$ cat config.mk
export PLATFORM = sky130hd
export DESIGN_NAME = wsm_front
export DESIGN_NICKNAME = d
export VERILOG_FILES = /design/src/sv/wasm_subset_stack_machine_core_macros.svh /design/src/sv/wsm_pkg.sv /design/src/sv/wsm_front.sv
export SDC_FILE = /design/constraint.sdc
export NUM_CORES = 1
export LEC_CHECK = 0
export BUFFER_PORTS_ARGS = -buffer_cell sky130_fd_sc_hd__buf_2
export CAP_MARGIN = 20
export CORE_AREA = 4 4 64 66
export DETAILED_ROUTE_END_ITERATION = 7
export DIE_AREA = 0 0 68 70
export GPL_ROUTABILITY_DRIVEN = 1
export PLACE_DENSITY_LB_ADDON = 0.1
export SYNTH_ARGS = -nofsm -noshare
export SYNTH_HDL_FRONTEND = slang
export SYNTH_SLANG_ARGS = --single-unit
$ cat constraint.sdc
create_clock -name clk_i -period 2.7 [get_ports clk_i]
set_input_delay 0.135 -clock clk_i [delete_from_list [all_inputs] [get_ports clk_i]]
set_output_delay 0.135 -clock clk_i [all_outputs]
set_load 0.05 [all_outputs]
$ cat src/sv/wasm_subset_stack_machine_core_macros.svh
// Assertion helpers used by the RTL back end (wsm_back).
`ifndef WASM_SUBSET_STACK_MACHINE_CORE_MACROS_SVH
`define WASM_SUBSET_STACK_MACHINE_CORE_MACROS_SVH

// Assert that prop holds at every rising edge outside reset.
`define WSM_ASSERT(label, clk, rst_n, prop, msg) \
  label: assert property (@(posedge clk) disable iff (!rst_n) (prop)) else $error(msg);

// Assert that cons holds in the cycle after ante.
`define WSM_ASSERT_NEXT(label, clk, rst_n, ante, cons, msg) \
  label: assert property (@(posedge clk) disable iff (!rst_n) (ante) |=> (cons)) \
    else $error(msg);

`endif

$ cat src/sv/wsm_pkg.sv
package wsm_pkg;

  localparam int unsigned StackDepthDef = 64;
  localparam int unsigned PageBytesDef  = 4096;
  localparam int unsigned PageCapDef    = 32;
  localparam int unsigned TableLen      = 2;

  localparam logic [7:0] OpUnreach = 8'h00;
  localparam logic [7:0] OpRet     = 8'h0f;
  localparam logic [7:0] OpCall    = 8'h11;
  localparam logic [7:0] OpLoad    = 8'h28;
  localparam logic [7:0] OpStore   = 8'h36;
  localparam logic [7:0] OpGrow    = 8'h40;
  localparam logic [7:0] OpConst   = 8'h41;
  localparam logic [7:0] OpAdd     = 8'h6a;
  localparam logic [7:0] OpDrop    = 8'h1a;

  localparam logic [2:0] TrapNone    = 3'd0;
  localparam logic [2:0] TrapUnreach = 3'd1;
  localparam logic [2:0] TrapMem     = 3'd2;
  localparam logic [2:0] TrapTable   = 3'd3;
  localparam logic [2:0] TrapUnder   = 3'd4;
  localparam logic [2:0] TrapOver    = 3'd5;
  localparam logic [2:0] TrapDecode  = 3'd6;

  // Command classes passed from front end to back end.
  typedef enum logic [3:0] {
    CmdNop, CmdUnreach, CmdRet, CmdCall, CmdLoad, CmdStore, CmdGrow,
    CmdConst, CmdAdd, CmdDrop, CmdDecode, CmdEnd
  } cmd_e;

  typedef struct packed {
    cmd_e        cmd;
    logic        last;
    logic [31:0] imm;
  } cmd_t;

  typedef enum logic [3:0] {
    StClear, StIdle, StPop1, StPop2, StMem, StMul, StPush, StOut, StSkip
  } exec_state_e;

endpackage

$ cat src/sv/wsm_front.sv
module wsm_front (
  input  logic          clk_i,
  input  logic          rst_ni,
  input  logic          push_i,
  output logic          full_o,
  input  logic [7:0]    code_byte_i,
  input  logic          last_byte_i,
  output logic          cmd_valid_o,
  output wsm_pkg::cmd_t cmd_o,
  input  logic          cmd_full_i
);
  import wsm_pkg::*;

  logic [2:0]  imm_left_q, imm_left_d;
  logic [31:0] imm_acc_q, imm_acc_d;
  logic        is_const_q, is_const_d;
  logic        acc;

  assign full_o = cmd_full_i;
  assign acc    = push_i && !cmd_full_i;
  assign cmd_valid_o = acc;

  always_comb begin
    imm_left_d = imm_left_q;
    imm_acc_d  = imm_acc_q;
    is_const_d = is_const_q;
    cmd_o.cmd  = CmdNop;
    cmd_o.last = last_byte_i;
    cmd_o.imm  = '0;
    if (imm_left_q != 3'd0) begin
      imm_acc_d  = {code_byte_i, imm_acc_q[31:8]};
      imm_left_d = imm_left_q - 3'd1;
      cmd_o.imm  = imm_acc_d;
      if (imm_left_d == 3'd0) begin
        cmd_o.cmd = is_const_q ? CmdConst : CmdCall;
      end else if (last_byte_i) begin
        cmd_o.cmd = CmdDecode;
      end
    end else begin
      unique case (code_byte_i)
        OpConst, OpCall: begin
          is_const_d = (code_byte_i == OpConst);
          imm_acc_d  = '0;
          imm_left_d = (code_byte_i == OpConst) ? 3'd4 : 3'd2;
          cmd_o.cmd  = last_byte_i ? CmdDecode : CmdNop;
        end
        OpUnreach: cmd_o.cmd = CmdUnreach;
        OpRet:     cmd_o.cmd = CmdRet;
        OpLoad:    cmd_o.cmd = CmdLoad;
        OpStore:   cmd_o.cmd = CmdStore;
        OpGrow:    cmd_o.cmd = CmdGrow;
        OpAdd:     cmd_o.cmd = CmdAdd;
        OpDrop:    cmd_o.cmd = CmdDrop;
        default:   cmd_o.cmd = CmdDecode;
      endcase
    end
    if (last_byte_i) imm_left_d = 3'd0;
  end

  always_ff @(posedge clk_i or negedge rst_ni) begin
    if (!rst_ni) begin
      imm_left_q <= '0;
      imm_acc_q  <= '0;
      is_const_q <= 1'b0;
    end else if (acc) begin
      imm_left_q <= imm_left_d;
      imm_acc_q  <= imm_acc_d;
      is_const_q <= is_const_d;
    end
  end
endmodule

# [Word-level counts from Yosys, hierarchy flattened]
# Cells that the tools add are included.
[totals] reg_bits=36 output_inout_bits=39 input_bits=13 mem_bits_ro=0 memories=0 latch_bits=0 ram_bits=0 word_cells=36
[classes] eq_ne=8 addsub=1 shifts=0 n_reduce_logical=11 order_cmp=0 div_mod_pow=0 n_bitwise=1 multipliers=0 mux=12
[op_table] cell="32-bit 2-to-1 mux" count=3
[op_table] cell="4-bit one-hot mux with 8 select lines" count=1
[op_table] cell="8-bit by 7-bit equality test with 1-bit output (second input constant)" count=3
[op_table] cell="8-bit by 5-bit equality test with 1-bit output (second input constant)" count=2
[op_table] cell="8-bit by 6-bit equality test with 1-bit output (second input constant)" count=2
[op_table] cell="3-bit 2-to-1 mux" count=5
[op_table] cell="4-bit 2-to-1 mux" count=3
[op_table] cell="8-bit by 4-bit equality test with 1-bit output (second input constant)" count=1
[op_table] cell="8-bit logical NOT" count=1
[op_table] cell="3-bit nonzero test" count=2
[op_table] cell="2-bit AND reduction" count=2
[op_table] cell="3-bit logical NOT" count=1
[op_table] cell="3-bit AND reduction" count=1
[op_table] cell="3-bit by 1-bit subtractor with 3-bit output (second input constant)" count=1
[op_table] cell="2-bit nonzero test" count=1
[op_table] cell="2-bit OR reduction" count=1
[op_table] cell="1-bit logical AND" count=1
[op_table] cell="1-bit logical NOT" count=1
[op_table] cell="1-bit inverter" count=1

# [Longest topological paths before layout]
# Gate-level depths: netlist of run 1.
[logic_depth] word_depth=5 mapped_depth=7 ltp_nobuf=6

# [Least setup slack after synthesis of run 1]
# Ideal clock, no wire load.
[synth_path] path_type="register -> output" startpoint="reg imm_left_q[0]" endpoint="out cmd_o[33] in the netlist's numbering" arrival_time_ns=2.628 t_required_ns=2.565 path_buffers=1 slack_ns=-0.063 path_stages_with_launch=6 path_cell_list="dfrtp_1 -> inv_1 -> ha_1 -> nand2b_1 -> buf_2 -> o41ai_1"
[synth_lines] element="start, declared" line="wsm_front.sv:14" rtl="logic [2:0] imm_left_q, imm_left_d;"
[synth_lines] element="start signal, assigned" line="wsm_front.sv:66" rtl="imm_left_q <= imm_left_d;"
[synth_lines] element="end, declared" line="wsm_front.sv:9" rtl="output wsm_pkg::cmd_t cmd_o,"

==> reports/qor.yml, run 1 <==
run_status:
  status: "finished clean"
drt:
  wirelength_microns: 3870
  drc: 0
  first_iter_violations: 99
  vias: 1442
  drtPass1Iterations: 4
  via_per_inst: 5.52
  ant_nets: 0
  avgRoutedWirePerCell_microns: 14.8
synth:
  synth_xor_area_frac: 0.00510
  synthCells: 171
  synth_area_sq_um: 1720
  synth_cell_types: 43
  yosysTopAreaCell: "dfrtp_1"
  synth_mux_area_frac: 0.00583
  yosysWarnings: 0
  yosysSeqAreaShare: 0.408
  synth-simple-area-share: 0.243
  synth_fa_ha_area_frac: 0.0219
  synth_top_family_by_area: "compound AO/OA/AOI/OAI gates"
  synth_seq_cells: 28
  mappedNetlistNets: 187
  synth_top_area_frac: 0.408
  synth_area_per_cell_sq_um: 10.0
  synth_compound_area_frac: 0.246
  synth_area_leaders: "dfrtp_1 41%, a22o_1 13%, and2_1 12%"
sta:
  report.final.slew_viol_count: 0
  max_freq_mhz: 416
  period_share: 0.890
  slew_headroom: 0.569
  final-setup-viol-count: 0
  skew_ns: 0.00357
  fin_crit_ns: 2.40
  tns_ns: 0
  grt_setup_unrepaired: "false"
  worst_pin_slew_ns: 0.646
  final_hold_viol_count: 0
critical_path:
  endpoint_kind: "primary output"
  critPathArrivalTime_ns: 2.27
  crit_chain: "inv_1, ha_1, nand2b_1, o211ai_1, o32ai_2, buf_2"
  crit_fanout: 17
  max_stage_delay_ns: 0.44
  worst_ep_required_time_ns: 2.57
  startpoint_type: "register"
  cp_slowest_cell: "nand2b_1"
  worstSetupPathType: "register to primary output"
clock_tree:
  postCtsSetupRepairBufs: 0
  cts_sinks: 28
  clk_latency_ns: 0.31
  clockBufferDepth: 2
  path_clk_slew_ns: 0.14
  cts_tree: "built"
  hold_buffers: 1
  cts_resized: 0
  numCtsBuffers: 3
  cts_max_level: 1
  cts_root_buffer: "clkbuf_4"
final_layout:
  final_nets: 231
  syn2layout_area_growth_pct: 16.3
  layout_commonest_cell: "buf_2"
  antenna_cells: 0
  utilization: 0.558
  drive_gt1_frac: 0.319
  layout_common_cells: "51 x buf_2, 32 x and2_1, 28 x dfrtp_1, 26 x a22o_1, 8 x nor2_1"
grt:
  grt.total_usage: 0.171
  met1_usage: 0.257
  grt_max_degree: 29
  grt_pass1_wl_microns: 6460
  gr-max-usage-layer: "met2"
  met3_usage: 0.0161
  gr-usage-met2: 0.261
  grt-ovfl-total: 0
  grt_pass1_vias: 1354
  antenna_found_initial: 0
hold_path:
  hold_path.class: "primary input to register"
floorplan:
  die_w_microns: 68
  rows: 22
  start_util: 0.480
  ios: 52
  die_y_microns: 70
  dieArea_sq_um: 4760
  core_sq_um: 3580
placement:
  numPortBuffers: 51
  dp_hpwl_microns: 2790
  gp_congestion: 0.901
job:
  maxCapViolations: 0
[Yosys cell counts]
| cell | n |
|---|---|
| nor3_1 | 3 |
| and4b_4 | 1 |
| o211ai_1 | 1 |
| dfrtp_1 | 28 |
| nand4b_1 | 1 |
| o2bb2ai_1 | 2 |
| mux2i_1 | 1 |
| a21oi_1 | 4 |
| nor2_1 | 8 |
| or2_2 | 1 |
| and2_1 | 32 |
| or3b_1 | 1 |
| nor4_1 | 2 |
| a32oi_1 | 1 |
| buf_4 | 4 |
| a31oi_1 | 2 |
| buf_2 | 6 |
| o32ai_2 | 1 |
| o21ai_2 | 1 |
| nand4_1 | 2 |
| nor2b_1 | 1 |
| nor4b_1 | 1 |
| a211oi_2 | 1 |
| nor3_4 | 1 |
| a2111oi_2 | 1 |
| or4b_4 | 1 |
| o21ai_0 | 4 |
| o22ai_1 | 3 |
| a2bb2oi_1 | 1 |
| nand2b_1 | 4 |
| inv_1 | 6 |
| nor3b_2 | 1 |
| and3_2 | 1 |
| a32o_1 | 1 |
| nand3b_1 | 1 |
| buf_6 | 2 |
| a22o_1 | 26 |
| xor2_1 | 1 |
| o41ai_1 | 1 |
| nand2_1 | 3 |
| a221o_1 | 1 |
| clkbuf_1 | 4 |
| ha_1 | 3 |
[registers in the layout, summed over array words and instances (netlist names)]
| signal | cells |
|---|---|
| imm_acc_q | 24 |
| imm_left_q | 3 |
| is_const_q | 1 |
[through the flow]
stage / area, sq um / worst slack (ns) / std cells / hold slack [ns]
finish: 2000 / 0.298 / 261 / 0.0961
global route: 2000 / 0.148 / 261 / 0.0720
CTS: 2000 / 0.305 / 261 / 0.0798
detailed placement: 1960 / 0.689 / 257 / 0.198
global placement: 1960 / 0.768 / 257 / 0.183
floorplan: 1720 / 0.598 / 171 / -0.161
[worst paths after layout]
path / startpoint / to / slack (ns) / cells past startpoint
worst max-delay path: imm_left_q[0] / cmd_o[35] / 0.30 / 6
worst min-delay path: last_byte_i / imm_left_q[0] / 0.1 / 2
worst max register to register: imm_left_q[0] / imm_left_q[2] / 0.70 / 6
worst min register to register: imm_acc_q[15] / imm_acc_q[15] / 0.51 / 1
max in group asynchronous: rst_ni / imm_acc_q[17] / 1.93 / 2
min in group asynchronous: rst_ni / imm_acc_q[18] / 0.36 / 2
[area by class of cell]
| class | instances | area (sq um) |
|---|---|---|
| tap | 48 | 60.1 |
| timing repair buffer | 55 | 288 |
| clock buffer | 3 | 22.5 |
| sequential | 28 | 701 |
| multi-input combinational | 121 | 903 |
| fill | 337 | 1580 |
| inverter | 6 | 22.5 |
[worst max-delay path: cells and delay by family (launching register included)]
| family | cells | cell delay, ns |
|---|---|---|
| DFF | 1 | 0.41 |
| and+or+nand+nor | 1 | 0.44 |
| buffers and inverters | 2 | 0.39 |
| adders and majority gates | 1 | 0.23 |
| AOI/OAI and AO/OA | 2 | 0.47 |
[cells by family after synthesis]
family,count (synthesis)
adder cells (fa/ha/maj),3
AO/OA/AOI/OAI,51
AND/OR/NAND/NOR,65
buffers and inverters,22
XOR/XNOR,1
flip-flops,28
multiplexers,1
[per-layer routing]
metal | vias to the layer above | part of all wire
met4 | 0 | 0.0070
met5 | - | 0
met3 | 2 | 0.048
met2 | 49 | 0.46
met1 | 681 | 0.48
li1 | 710 | -
Power of run 1 is left out: the tool's default activity adds up to more than one toggle a clock period on the data nets, which glitch-free logic cannot reach.
==> run 2: changes to the inputs <==
--- a/config.mk
+++ b/config.mk
@@ -8,6 +8,7 @@
 export BUFFER_PORTS_ARGS = -buffer_cell sky130_fd_sc_hd__buf_2
 export CAP_MARGIN = 20
 export CORE_AREA = 4 4 64 66
+export CTS_BUF_LIST = sky130_fd_sc_hd__clkbuf_8
 export DETAILED_ROUTE_END_ITERATION = 7
 export DIE_AREA = 0 0 68 70
 export GPL_ROUTABILITY_DRIVEN = 1
==> run 2 against run 1 <==
Global-route usage shrank 0.098 points. Register-to-register slack barely moved. Critical path depth did not move. Sequential cell count did not move. Largest cell class unchanged. Final cell count did not move.
==> reports/qor.yml, run 2 (same netlist as run 1, synthesis figures left out) <==
sta:
  tns_ns: 0  # unchanged
  slew_headroom: 0.577  # +0.00742
  max_freq_mhz: 429  # +3.0%
  report.final.slew_viol_count: 0  # unchanged
  grt_setup_unrepaired: "false"
  final-setup-viol-count: 0  # unchanged
  final_hold_viol_count: 0  # unchanged
  layout_setup_ws_ns: 0.369  # +0.0707 ns
  worst_pin_slew_ns: 0.635  # -0.0111 ns
  fin_crit_ns: 2.33  # -0.0707 ns
  skew_ns: 0.00279  # -0.000779 ns
  period_share: 0.863  # -0.0262
placement:
  numPortBuffers: 51  # unchanged
  place_ws_ns: 0.689  # unchanged
  dp_hpwl_microns: 2790  # unchanged
  placed_cell_area_sq_um: 1960  # unchanged
  gp_congestion: 0.901  # unchanged
critical_path:
  rrSetupSlack_ns: 0.71  # about the same
  worstSetupPathType: "register to primary output"
  worstReg2RegEnd: "imm_left_q[2]"
  endpoint_kind: "primary output"
  r2r-start: "imm_left_q[0]"
  max_stage_delay_ns: 0.43  # about the same
  cp_num_cells: 6  # unchanged
  timing.critical_path.buf_inv: 2  # unchanged
  crit_fanout: 17  # unchanged
  startpoint_type: "register"
  crit_chain: "inv_1, ha_1, nand2b_1, o211ai_1, o32ai_2, buf_2"
  worstRegToRegCells: 6  # unchanged
  cp_slowest_cell: "nand2b_1"
  worst_ep_required_time_ns: 2.57  # about the same
  cpLargestDelayFamily: "compound AO/OA/AOI/OAI gates"
  critPathArrivalTime_ns: 2.20  # -0.07 ns
floorplan:
  die_w_microns: 68  # unchanged
  ios: 52  # unchanged
  dieArea_sq_um: 4760  # unchanged
  rows: 22  # unchanged
  die_y_microns: 70  # unchanged
  start_util: 0.480  # unchanged
  core_sq_um: 3580  # unchanged
final_layout:
  syn2layout_area_growth_pct: 17.4
  top_regs: "imm_acc_q: 24 flops, imm_left_q: 3 flops, is_const_q: 1 flops"
  layout_common_cells: "51 x buf_2, 32 x and2_1, 28 x dfrtp_1, 26 x a22o_1, 8 x nor2_1"
  antenna_cells: 0  # unchanged
  final_area_sq_um: 2020  # +0.94%
  largest_reg_flops: 24  # unchanged
  final_nets: 231  # unchanged
  layout_commonest_cell: "buf_2"
  utilization: 0.563  # +0.00524
  regMostFlops: "imm_acc_q"
  drive_gt1_frac: 0.319  # unchanged
clock_tree:
  clk_latency_ns: 0.26  # -0.05 ns
  hold_buffers: 1  # unchanged
  cts_tree: "built"
  cts_resized: 0  # unchanged
  cts_root_buffer: "clkbuf_8"
  postCtsSetupRepairBufs: 0  # unchanged
  cts_sinks: 28  # unchanged
  numCtsBuffers: 3  # unchanged
  cts_max_level: 1  # unchanged
  path_clk_slew_ns: 0.09  # -0.05 ns
  clockBufferDepth: 2  # unchanged
drt:
  wirelength_microns: 3850  # -0.49%
  via_per_inst: 5.49  # -0.62%
  avgRoutedWirePerCell_microns: 14.8  # -0.49%
  vias: 1433  # -0.62%
  drtPass1Iterations: 4  # unchanged
  ant_nets: 0  # unchanged
  first_iter_violations: 96  # -3.0%
  drc: 0  # unchanged
hold_path:
  hold_start: "last_byte_i"
  hold_path_depth: 2  # unchanged
  hold_path.class: "primary input to register"
  min_to: "imm_left_q[0]"
grt:
  grt_pass1_wl_microns: 6420  # -0.63%
  antenna_found_initial: 0  # unchanged
  grt.total_usage: 0.170  # -0.000978
  grt-ovfl-total: 0  # unchanged
  grt_max_degree: 29  # unchanged
  grt_pass1_vias: 1354  # unchanged
job:
  maxCapViolations: 0  # unchanged
run_status:
  status: "finished clean"
[run 2: cell counts in the layout (fill, tap and decap cells not counted)]
No cell type changed its count.
[run 2: worst max path at each step]
stage                             start        end
after floorplan           imm_left_q[0]  cmd_o[33]
after global placement    imm_left_q[0]  cmd_o[35]
after detailed placement  imm_left_q[0]  cmd_o[35]
after CTS                 imm_left_q[0]  cmd_o[35]
after global routing      imm_left_q[0]  cmd_o[35]
final                     imm_left_q[0]  cmd_o[35]
[run 2: layout make-up]
cell class	instances	area [sq um]
Sequential cell	28	701
Inverter	6	22.5
Clock buffer	3	41.3
Multi-Input combinational cell	121	903
Timing Repair Buffer	55	288
Tap cell	48	60.1
Fill cell	334	1560
[run 2: through the flow]
stage / hold WS [ns] / std cells
detailed placement: 0.198 / 257
floorplan: -0.161 / 171
global placement: 0.183 / 257
CTS: 0.147 / 261
global route: 0.153 / 261
finish: 0.162 / 261
[run 2: metal layers]
metal  global-route usage  part of all wire  up-vias
met3               0.0161             0.051        2
met5                    0                 0        -
met1                0.251              0.47      675
met4               0.0419            0.0070        0
met2                0.264              0.47       47
li1                     -                 -      709
Power of run 2 is left out for the same reason.
