$ cat src/sv/wasm_subset_stack_machine_core_macros.svh
// Assertion helpers used by the RTL back end (wsm_back).
`ifndef WASM_SUBSET_STACK_MACHINE_CORE_MACROS_SVH
`define WASM_SUBSET_STACK_MACHINE_CORE_MACROS_SVH

// Assert that prop holds at every rising edge outside reset.
`define WSM_ASSERT(label, clk, rst_n, prop, msg) \
  label: assert property (@(posedge clk) disable iff (!rst_n) (prop)) else $error(msg);

// Assert that cons holds in the cycle after ante.
`define WSM_ASSERT_NEXT(label, clk, rst_n, ante, cons, msg) \
  label: assert property (@(posedge clk) disable iff (!rst_n) (ante) |=> (cons)) \
    else $error(msg);

`endif

$ cat src/sv/wsm_pkg.sv
package wsm_pkg;

  localparam int unsigned StackDepthDef = 64;
  localparam int unsigned PageBytesDef  = 4096;
  localparam int unsigned PageCapDef    = 32;
  localparam int unsigned TableLen      = 2;

  localparam logic [7:0] OpUnreach = 8'h00;
  localparam logic [7:0] OpRet     = 8'h0f;
  localparam logic [7:0] OpCall    = 8'h11;
  localparam logic [7:0] OpLoad    = 8'h28;
  localparam logic [7:0] OpStore   = 8'h36;
  localparam logic [7:0] OpGrow    = 8'h40;
  localparam logic [7:0] OpConst   = 8'h41;
  localparam logic [7:0] OpAdd     = 8'h6a;
  localparam logic [7:0] OpDrop    = 8'h1a;

  localparam logic [2:0] TrapNone    = 3'd0;
  localparam logic [2:0] TrapUnreach = 3'd1;
  localparam logic [2:0] TrapMem     = 3'd2;
  localparam logic [2:0] TrapTable   = 3'd3;
  localparam logic [2:0] TrapUnder   = 3'd4;
  localparam logic [2:0] TrapOver    = 3'd5;
  localparam logic [2:0] TrapDecode  = 3'd6;

  // Command classes passed from front end to back end.
  typedef enum logic [3:0] {
    CmdNop, CmdUnreach, CmdRet, CmdCall, CmdLoad, CmdStore, CmdGrow,
    CmdConst, CmdAdd, CmdDrop, CmdDecode, CmdEnd
  } cmd_e;

  typedef struct packed {
    cmd_e        cmd;
    logic        last;
    logic [31:0] imm;
  } cmd_t;

  typedef enum logic [3:0] {
    StClear, StIdle, StPop1, StPop2, StMem, StMul, StPush, StOut, StSkip
  } exec_state_e;

endpackage

$ cat src/sv/wsm_cmd_fifo.sv
module wsm_cmd_fifo (
  input  logic          clk_i,
  input  logic          rst_ni,
  input  logic          wr_i,
  input  wsm_pkg::cmd_t wdata_i,
  output logic          full_o,
  input  logic          rd_i,
  output wsm_pkg::cmd_t rdata_o,
  output logic          empty_o
);
  import wsm_pkg::*;

  cmd_t       mem_q [4];
  logic [1:0] wp_q, rp_q;
  logic [2:0] cnt_q;

  assign full_o  = cnt_q == 3'd4;
  assign empty_o = cnt_q == 3'd0;
  assign rdata_o = mem_q[rp_q];

  always_ff @(posedge clk_i) begin
    if (wr_i && !full_o) mem_q[wp_q] <= wdata_i;
  end

  always_ff @(posedge clk_i or negedge rst_ni) begin
    if (!rst_ni) begin
      wp_q <= '0;
      rp_q <= '0;
      cnt_q <= '0;
    end else begin
      if (wr_i && !full_o) wp_q <= wp_q + 2'd1;
      if (rd_i && !empty_o) rp_q <= rp_q + 2'd1;
      cnt_q <= cnt_q + {2'b0, wr_i && !full_o} - {2'b0, rd_i && !empty_o};
    end
  end
endmodule

$ cat config.mk
export PLATFORM = sky130hd
export DESIGN_NAME = wsm_cmd_fifo
export DESIGN_NICKNAME = d
export VERILOG_FILES = /design/src/sv/wasm_subset_stack_machine_core_macros.svh /design/src/sv/wsm_pkg.sv /design/src/sv/wsm_cmd_fifo.sv
export SDC_FILE = /design/constraint.sdc
export NUM_CORES = 1
export LEC_CHECK = 0
export ABC_AREA = 1
export BUFFER_PORTS_ARGS = -buffer_cell sky130_fd_sc_hd__buf_4
export CAP_MARGIN = 10
export CORE_UTILIZATION = 45
export CTS_CLUSTER_DIAMETER = 80
export CTS_CLUSTER_SIZE = 16
export DETAILED_ROUTE_END_ITERATION = 7
export GPL_TIMING_DRIVEN = 1
export HOLD_SLACK_MARGIN = 0.02
export PLACE_DENSITY = 0.67
export SYNTH_ARGS = -nofsm -noshare
export SYNTH_HDL_FRONTEND = slang
export SYNTH_SLANG_ARGS = --single-unit
$ cat constraint.sdc
create_clock -name clk_i -period 2.7 [get_ports clk_i]
set_input_delay 0.27 -clock clk_i [delete_from_list [all_inputs] [get_ports clk_i]]
set_output_delay 0.27 -clock clk_i [all_outputs]
set_load 0.02 [all_outputs]
Word-level counts from Yosys, hierarchy flattened
Memories as Yosys holds them, arrays and structs flattened.
Cells that the tools add are included.
{"block": "op_classes", "n_mux": 2, "magnitude_cmp": 0, "div": 0, "n_reduce_logical": 5, "mul": 0, "n_eq_ne": 1, "bitwise_logic": 0, "shifts": 0, "addsub": 4}
{"operator": "adder 2 x 1 -> 2 bit (second input constant)", "count": 2}
{"operator": "adder 3 x 1 -> 3 bit", "count": 1}
{"operator": "== test 3 bit (second input constant)", "count": 1}
{"operator": "logical NOT 3 bit", "count": 1}
{"operator": "subtractor 3 x 1 -> 3 bit", "count": 1}
{"operator": "logical AND 1 bit", "count": 2}
{"operator": "logical NOT 1 bit", "count": 2}
{"operator": "2-to-1 mux 1 bit", "count": 2}
{"block": "totals", "ff_bits": 7, "romBits": 0, "output_inout_bits": 39, "elab_cells": 16, "inputBits": 41, "latchBits": 0, "ram_bits": 148, "memories": 1}
{"name": "mem_q", "words": 4, "width": 37, "rd": 1, "rd_ports_with_merged_regs": 0, "write_ports": 1, "line_no": "wsm_cmd_fifo.sv:13", "text": "cmd_t mem_q [4];"}

Longest topological paths before layout
Gate-level depths: netlist of run 1.
{"block": "logic_depth", "ltp_word": 5, "depth_mapped": 10, "ltp_nobuf": 10}

Worst setup path before layout of run 1
OpenSTA, ideal clock, no wires.
{"block": "synth_path", "kind": "register to register", "from": "reg wp_q[0]", "to": "mem mem_q[2][0] (netlist bit), enable pin", "n_path_buf": 0, "setup_ns": 0.431, "slack_ns": 0.047, "period_less_slack_ns": 2.653, "required_ns": 2.269, "arrival_time_ns": 2.221, "stages_incl_launch_ff": 5, "cell_sequence": "dfrtp_1 > inv_1 > ha_1 > inv_1 > nor2_1"}
{"item": "from (decl)", "line_no": "wsm_cmd_fifo.sv:14", "text": "logic [1:0] wp_q, rp_q;"}
{"item": "from (signal assigned)", "line_no": "wsm_cmd_fifo.sv:31", "text": "if (wr_i && !full_o) wp_q <= wp_q + 2'd1;"}
{"item": "to (decl)", "line_no": "wsm_cmd_fifo.sv:13"}
No word-level cell before the write port.

==> results of run 1 <==
## layer usage
metal  track usage [%]  vias up  share of wire (%)
met5                 0        -                  0
met4              7.66        0                1.4
met3              4.47       15                5.6
met2              28.6      101                 50
met1              21.9     1812                 43
li1                  -     1919                  -
## repair_timing
item / CTS / global route
setup buffers: 0 / 0
hold endpoints to repair: 7 / 0
hold buffers: 1 / 0
## flip-flops by register name (all words and copies together), names as in the netlist
register,cells
rp_q,2
wp_q,2
cnt_q,3
mem_q,148
## critical path, stage by stage, from the launching register on
cell	delay [ns]
dfrtp_1	0.39
inv_2	0.38
buf_12	0.30
nor2_1	0.08
o21ai_0	0.08
nand2_1	0.12
buf_4	0.17
## power breakdown
group / switching [mW] / leakage (nW) / internal [mW] / total (mW)
clock network: 0.869 / 0.271 / 1.36 / 2.23
registers: 0.124 / 1.44 / 3.18 / 3.30
logic: 2.15 / 1.38 / 1.13 / 3.28
total: 3.15 / 3.09 / 5.67 / 8.81
## path summary, 6_finish.rpt
check                                    endpoint           startpoint  cells past startpoint  slack (ns)
hold / removal             mem_q[0][20]$_DFFE_PP_          wdata_i[20]                      1        0.05
max in group asynchronous     rp_q[0]$_DFFE_PN0P_               rst_ni                      2        2.36
hold reg to reg               rp_q[1]$_DFFE_PN0P_  rp_q[1]$_DFFE_PN0P_                      2        0.50
min in group asynchronous      cnt_q[2]$_DFF_PN0_               rst_ni                      2        0.20
setup / recovery                       rdata_o[3]  rp_q[1]$_DFFE_PN0P_                      6        0.47
setup reg to reg               cnt_q[2]$_DFF_PN0_   cnt_q[1]$_DFF_PN0_                      9        0.55
## through the flow
step / hold slack (ns) / power [mW] / cells / instance area (um2) / util (%)
2_1_floorplan: -0.0256 / 5.48 / 527 / 6250 / -
3_3_place_gp: 0.0860 / 6.59 / 764 / 7030 / 52.4
3_5_place_dp: 0.0919 / 6.67 / 764 / 7030 / 52.4
4_1_cts: 0.0350 / 8.91 / 797 / 7600 / 56.7
5_1_grt: 0.0347 / 9.36 / 797 / 7600 / 56.7
6_report: 0.0513 / 8.81 / 797 / 7600 / 56.7
## area by class of cell
type	count	area (um2)	share of cell area [%]
Clock inverter	4	28.8	0.378
Multi-Input combinational cell	295	1310	17.2
Timing Repair Buffer	86	686	9.02
Sequential cell	155	4620	60.8
Tap cell	176	220	2.90
Clock buffer	28	539	7.09
Inverter	53	199	2.62
## Yosys cell counts
library cell / count
buf_1: 2
buf_2: 5
buf_4: 3
buf_6: 6
clkbuf_1: 7
clkbuf_2: 1
dfrtp_1: 7
edfxtp_1: 148
fa_1: 1
ha_1: 6
inv_1: 52
inv_2: 1
nand2_1: 130
nand3_1: 4
nand3b_1: 1
nor2_1: 79
o21ai_0: 69
o21ai_1: 5
## logic make-up (layout without fill, tap and decap cells)
| logic type | after synthesis | in the layout | synth area share, % |
|---|---|---|---|
| compound gates | 74 | 74 | 5.93 |
| flops | 155 | 155 | 73.9 |
| fa+ha+maj | 7 | 7 | 1.52 |
| simple gates | 214 | 214 | 13.0 |
| buf+inv | 77 | 171 | 5.65 |
## layout by cell type, fill, tap and decap left out, types with 3 or more instances in the layout
cell type / count
buf_12: 3
buf_4: 82
clkbuf_1: 6
clkbuf_16: 19
clkbuf_8: 3
dfrtp_1: 6
edfxtp_1: 148
ha_1: 6
inv_1: 51
nand2_1: 130
nand3_1: 4
nor2_1: 75
nor2_4: 4
o21ai_0: 69
o21ai_1: 5
==> flow_metrics.tcl, run 1 <==
set metrics [dict create \
    drive_gt1_share_pct 19.0 \
    p_leak_nw 3.09 \
    port_buffers 79 \
    htreeDepth 4 \
    synth.yosys.warnings 0 \
    maxSlewViolCount 0 \
    clk-insertion-delay-late_ns 0.42 \
    synth-seq-area-share_pct 73.9 \
    setup_viol 0 \
    cts_tree "done" \
    antenna_cells 0 \
    cts_max_path_buffers 2 \
    slew_headroom_pct 52.2 \
    vias_per_cell 4.83 \
    routedWlPerCell_um 14.5 \
    die_area_um2 14400 \
    cts_resized 0 \
    drv_cap 0 \
    place_congestion 0.763 \
    core_area_um2 13400 \
    ys_ff_latch 155 \
    tns_ns 0 \
    synth_nets 575 \
    clkTransAtPathRegs_ns 0.06 \
    numCtsBuffers 17 \
    rsz0062_at_grt "false" \
    grt_pass1_wl_um 18800 \
    yosysTopAreaCellShare_pct 71.1 \
    hold_class "in -> reg" \
    die_y_um 120 \
    path_max_fanout 50 \
    setup_ws_ns 0.469 \
    synthTopCellsByArea "edfxtp_1 71%, nand2_1 7.8%, o21ai_0 5.5%" \
    vias 3847 \
    syn_area_um2 6250 \
    irDropWorstVdd_v 0.000790 \
    outcome "finished, final reports clean" \
    cts_root_buffer "clkbuf_16" \
    required_ns 2.43 \
    ios 80 \
    clock_skew_ns 0.00677 \
    drcViolationCount 0 \
    wirelength_um 11600 \
    crit_arrival_ns 1.96 \
    num_rows 42 \
    firstDrtPassIters 4 \
    grt_max_degree 114 \
    synth_cells 527 \
    p_per_area_nw_per_um2 1160 \
    crit_type "reg -> out" \
    startpoint_type "register" \
    end_kind "output pin" \
    fmax_mhz 448 \
    syn_avg_cell_area_um2 11.9 \
    initial_core_util_pct 46.6 \
    ant_nets 0 \
    final_nets 656 \
    tightest_slew_ns 0.716 \
    drt_first_iter_violations 386 \
    antenna_found_initial 0 \
    clkSinkCount 155 \
    grtUsageTotal_pct 17.4 \
    area_growth_pct 21.7 \
    period_minus_slack_ns 2.23 \
    synth_top_area_cell "edfxtp_1" \
    pre_cts_slack_ns 0.566 \
    hold_violations 0 \
    fill_cells 1128 \
    grt_pass1_vias 3817 \
    synth_cell_type_count 18 \
    hpwl_um 6580 \
    overflow 0 \
    post-route-period-util_pct 82.6 \
    die_x_um 120 \
]
Power figures use the tool's default switching activity.
==> inputs of run 2 (changes only) <==
--- a/config.mk
+++ b/config.mk
@@ -14,7 +14,6 @@
 export DETAILED_ROUTE_END_ITERATION = 7
 export GPL_TIMING_DRIVEN = 1
 export HOLD_SLACK_MARGIN = 0.02
-export PLACE_DENSITY = 0.67
 export SYNTH_ARGS = -nofsm -noshare
 export SYNTH_HDL_FRONTEND = slang
 export SYNTH_SLANG_ARGS = --single-unit
==> constraint.sdc (replaced) <==
create_clock -name clk_i -period 2.1 [get_ports clk_i]
set_input_delay 0.21 -clock clk_i [delete_from_list [all_inputs] [get_ports clk_i]]
set_output_delay 0.21 -clock clk_i [all_outputs]
set_load 0.02 [all_outputs]
==> run 2 against run 1 <==
Against the previous run:
- largest power group is now combinational cells
- critical path depth is 1 lower
- wire length grew 2.0%
- total power up 32%
- global-route usage shrank 0.16 points
- critical endpoint is now rdata_o[12]
- highest routed layer unchanged
==> flow_metrics.tcl, run 2 (same netlist as run 1, synthesis figures left out) <==
set metrics [dict create \
    grt_pass1_vias 3800 \
    overflow 0 \
    vias_per_cell 4.66 \
    vias 3930 \
    power_frac_seq_pct 36.4 \
    port_buffers 79 \
    post-route-period-util_pct 92.4 \
    crit_arrival_ns 1.73 \
    clkPwrFrac_pct 25.7 \
    cts_root_buffer "clkbuf_16" \
    slew_headroom_pct 76.1 \
    irDropWorstVdd_v 0.000829 \
    p_sw_mw 4.11 \
    internal_power_mw 7.56 \
    drive_gt1_share_pct 19.6 \
    clkTransAtPathRegs_ns 0.06 \
    tightest_slew_ns 0.359 \
    setup_viol 0 \
    layout_common_cells "148 x edfxtp_1, 129 x nand2_1, 88 x buf_4, 74 x nor2_1, 69 x o21ai_0" \
    hold_violations 0 \
    p_per_area_nw_per_um2 1440 \
    die_y_um 120 \
    rsz0062_at_grt "false" \
    num_rows 42 \
    p_leak_nw 3.31 \
    initial_core_util_pct 46.6 \
    core_area_um2 13400 \
    area_growth_pct 29.6 \
    path_max_fanout 30 \
    hold_class "in -> reg" \
    startpoint_type "register" \
    routedWlPerCell_um 14.0 \
    switching_share_pct 35.2 \
    required_ns 1.89 \
    crit_type "reg -> out" \
    htreeDepth 4 \
    grtUsageTotal_pct 17.3 \
    ant_nets 0 \
    setup_ws_ns 0.160 \
    drv_cap 0 \
    numCtsBuffers 17 \
    ios 80 \
    clk-insertion-delay-late_ns 0.41 \
    outcome "finished, final reports clean" \
    drt_first_iter_violations 333 \
    largest_reg_flops 148 \
    firstDrtPassIters 4 \
    p_total_mw 11.7 \
    stdcell_area_um2 8100 \
    dpl-instance-area_um2 7130 \
    largest_register "mem_q" \
    largest_registers "mem_q x148, cnt_q x3" \
    layout_commonest_cell "edfxtp_1" \
    antenna_cells 0 \
    final_nets 702 \
    maxSlewViolCount 0 \
    wirelength_um 11800 \
    die_area_um2 14400 \
    tns_ns 0 \
    post-route-util_pct 60.5 \
    pre_cts_slack_ns 0.143 \
    grt_max_degree 63 \
    antenna_found_initial 0 \
    period_minus_slack_ns 1.94 \
    drcViolationCount 0 \
    cts_max_path_buffers 2 \
    clock_skew_ns 0.00630 \
    end_kind "output pin" \
    place_congestion 0.776 \
    hpwl_um 6940 \
    clkSinkCount 155 \
    comb_power_share_pct 37.9 \
    die_x_um 120 \
    fmax_mhz 516 \
    cts_tree "done" \
    grt_pass1_wl_um 18500 \
]
[run 2: metal layers]
metal | wire length, um | vias to the layer above | global-route usage, %
met3 | 512 | 16 | 5.28
met4 | 196 | 0 | 6.48
li1 | - | 2010 | -
met5 | 0 | - | 0
met2 | 5660 | 87 | 27.4
met1 | 5430 | 1817 | 22.4
[run 2: path summary, 6_finish.rpt]
kind	startpoint	cells after the start	end	slack (ns)
worst max-delay path	rp_q[0]$_DFFE_PN0P_	5	rdata_o[12]	0.16
worst min-delay path	wr_i	3	wp_q[1]$_DFFE_PN0P_	0.06
worst max register to register	cnt_q[1]$_DFF_PN0_	10	cnt_q[2]$_DFF_PN0_	0.18
worst min register to register	cnt_q[0]$_DFF_PN0_	1	cnt_q[0]$_DFF_PN0_	0.53
max in group asynchronous	rst_ni	2	rp_q[0]$_DFFE_PN0P_	1.81
min in group asynchronous	rst_ni	2	cnt_q[2]$_DFF_PN0_	0.15
[run 2: power by group through the flow]
stage	logic [mW]	registers, mW	clock network (mW)
after floorplan	2.75	4.29	0
after global placement	4.37	4.28	0
after detailed placement	4.41	4.31	0
after CTS	4.48	4.24	3.05
after global routing	4.91	4.30	3.15
final	4.42	4.25	3.00
[run 2: repair_timing]
action | 4_1_cts | 5_1_grt
setup buffers | 0 | 0
resized for setup | 0 | 4
endpoints found under the hold margin | 155 | 0
hold buffers | 38 | 0
endpoints found under the setup margin | 0 | 10
[run 2: metrics by stage]
stage,hold slack (ns),instances
3_5_place_dp,0.0366,773
5_1_grt,0.0581,843
4_1_cts,0.0381,843
3_3_place_gp,0.0320,773
2_1_floorplan,-0.0856,527
6_report,0.0551,843
[run 2: critical path, stage by stage, from the launching register on]
cell and delay [ns]:
dfrtp_4 0.51, inv_2 0.20, buf_12 0.22, o21ai_0 0.11
nand2_1 0.11, buf_4 0.15
[run 2: cell type report]
type,instances,area (um2)
Fill cell,1054,5300
Inverter,53,201
Clock buffer,19,433
Multi-Input combinational cell,295,1310
Tap cell,176,220
Sequential cell,155,4620
Timing Repair Buffer,132,1160
Clock inverter,13,150
==> inputs of run 3 (changes only) <==
--- a/config.mk
+++ b/config.mk
@@ -14,6 +14,7 @@
 export DETAILED_ROUTE_END_ITERATION = 7
 export GPL_TIMING_DRIVEN = 1
 export HOLD_SLACK_MARGIN = 0.02
+export RECOVER_POWER = 50
 export SYNTH_ARGS = -nofsm -noshare
 export SYNTH_HDL_FRONTEND = slang
 export SYNTH_SLANG_ARGS = --single-unit
==> run 3 against run 2 <==
Against the previous run:
- worst hold slack improved by 0.0025 ns
- combinational power down 1%
- design area fell by 2.0%
==> flow_metrics.tcl, run 3 (same netlist as run 1, synthesis figures left out) <==
set metrics [dict create \
    die_y_um 120 \
    clk-insertion-delay-late_ns 0.41 \
    drive_gt1_share_pct 13.5 \
    routedWlPerCell_um 14.0 \
    wirelength_um 11800 \
    ios 80 \
    place_congestion 0.776 \
    stdcell_area_um2 7940 \
    p_sw_mw 4.10 \
    p_leak_nw 3.17 \
    final_nets 702 \
    regArea_um2 4620 \
    clock_skew_ns 0.00655 \
    die_x_um 120 \
    cts_max_path_buffers 2 \
    fmax_mhz 518 \
    crit_slowest_cell "dfrtp_4" \
    initial_core_util_pct 46.6 \
    layout_common_cells "148 x edfxtp_1, 129 x nand2_1, 75 x nor2_1, 69 x o21ai_0, 51 x inv_1" \
    path_delay_family "buffers and inverters" \
    pre_cts_slack_ns 0.143 \
    cts_tree "done" \
    largest_registers "mem_q x148, cnt_q x3" \
    firstDrtPassIters 4 \
    maxSlewViolCount 0 \
    area_growth_pct 27.0 \
    crit_arrival_ns 1.72 \
    setup_viol 0 \
    period_minus_slack_ns 1.93 \
    hold_violations 0 \
    vias 3956 \
    drcViolationCount 0 \
    crit_type "reg -> out" \
    critPathBufInv 3 \
    internal_power_mw 7.51 \
    multi_input_area_um2 1310 \
    cts_root_buffer "clkbuf_16" \
    power_frac_seq_pct 36.6 \
    end_kind "output pin" \
    clkPwrFrac_pct 25.8 \
    rsz0062_at_grt "false" \
    slew_headroom_pct 67.1 \
    setup_ws_ns 0.170 \
    grt_max_degree 63 \
    hold_class "in -> reg" \
    reg2reg_depth 10 \
    startpoint_type "register" \
    tightest_slew_ns 0.494 \
    path_max_fanout 30 \
    vias_per_cell 4.69 \
    antenna_found_initial 0 \
    fill_cells 1109 \
    htreeDepth 4 \
    clkSinkCount 155 \
    comb_power_share_pct 37.6 \
    cp_slowest_stage_delay_ns 0.51 \
    irDropWorstVdd_v 0.000827 \
    overflow 0 \
    core_area_um2 13400 \
    antenna_cells 0 \
    die_area_um2 14400 \
    largest_register "mem_q" \
    crit_chain "inv_2 > buf_12 > o21ai_0 > nand2_1 > buf_4" \
    grt_pass1_wl_um 18500 \
    drt_first_iter_violations 291 \
    post-route-util_pct 59.2 \
    numCtsBuffers 17 \
    post-route-period-util_pct 91.9 \
    hpwl_um 6940 \
    drv_cap 0 \
    largest_reg_flops 148 \
    placedCellCount 773 \
    clkTransAtPathRegs_ns 0.06 \
    port_buffers 79 \
    required_ns 1.89 \
    ant_nets 0 \
    layout_commonest_cell "edfxtp_1" \
    grt_pass1_vias 3800 \
    num_rows 42 \
    p_per_area_nw_per_um2 1460 \
    switching_share_pct 35.3 \
    dpl-instance-area_um2 7130 \
    whs_path_depth 3 \
    outcome "finished, final reports clean" \
    path_depth 5 \
    fin_cells 843 \
    grtUsageTotal_pct 17.3 \
]
run 3: final cells by class:
type | instances | area share [%]
Clock buffer | 19 | 5.45
Clock inverter | 13 | 1.89
Inverter | 53 | 2.54
Multi-Input combinational cell | 295 | 16.4
Sequential cell | 155 | 58.2
Tap cell | 176 | 2.77
Timing Repair Buffer | 132 | 12.7
run 3: what timing repair did:
| action | in CTS | in global routing |
|---|---|---|
| gates resized for setup | 0 | 4 |
| hold buffers | 38 | 0 |
| setup buffers | 0 | 0 |
| hold endpoints to repair | 155 | 0 |
| endpoints found under the setup margin | 0 | 10 |
run 3: final timing paths:
| check | end | slack (ns) | startpoint |
|---|---|---|---|
| max in group asynchronous | rp_q[0]$_DFFE_PN0P_ | 1.50 | rst_ni |
| max reg2reg | cnt_q[2]$_DFF_PN0_ | 0.18 | cnt_q[1]$_DFF_PN0_ |
| max | rdata_o[20] | 0.17 | rp_q[0]$_DFFE_PN0P_ |
| min reg2reg | cnt_q[0]$_DFF_PN0_ | 0.53 | cnt_q[0]$_DFF_PN0_ |
| min | wp_q[1]$_DFFE_PN0P_ | 0.06 | wr_i |
| min in group asynchronous | cnt_q[2]$_DFF_PN0_ | 0.25 | rst_ni |
run 3: power groups by stage:
stage | clock [mW] | combinational, mW | sequential, mW
2_1_floorplan | 0 | 2.75 | 4.29
3_3_place_gp | 0 | 4.37 | 4.28
3_5_place_dp | 0 | 4.41 | 4.31
4_1_cts | 3.05 | 4.48 | 4.24
5_1_grt | 3.15 | 4.85 | 4.30
6_report | 2.99 | 4.37 | 4.25
run 3: through the flow:
step                TNS (ns)  hold slack (ns)  power (mW)
floorplan             -81.74          -0.0856        7.04
global placement           0           0.0320        8.66
detailed placement         0           0.0366        8.72
CTS                        0           0.0381        11.8
global route               0           0.0581        12.3
finish                     0           0.0576        11.6
run 3: routing by layer:
layer  track usage (%)  up-vias  routed length [um]
met1              22.4     1844                5420
met3              5.28       14                 512
li1                  -     2009                   -
met5                 0        -                   0
met4              6.48        0                 178
met2              27.4       89                5680
run 3: worst reg2reg max path, cell delays in order (launching register included):
cell	delay, ns
dfrtp_1	0.40
nor2_2	0.14
nand2_2	0.10
nand2_1	0.09
inv_1	0.04
ha_1	0.27
inv_1	0.04
ha_1	0.18
fa_1	0.37
nand3b_1	0.17
nand2_1	0.07
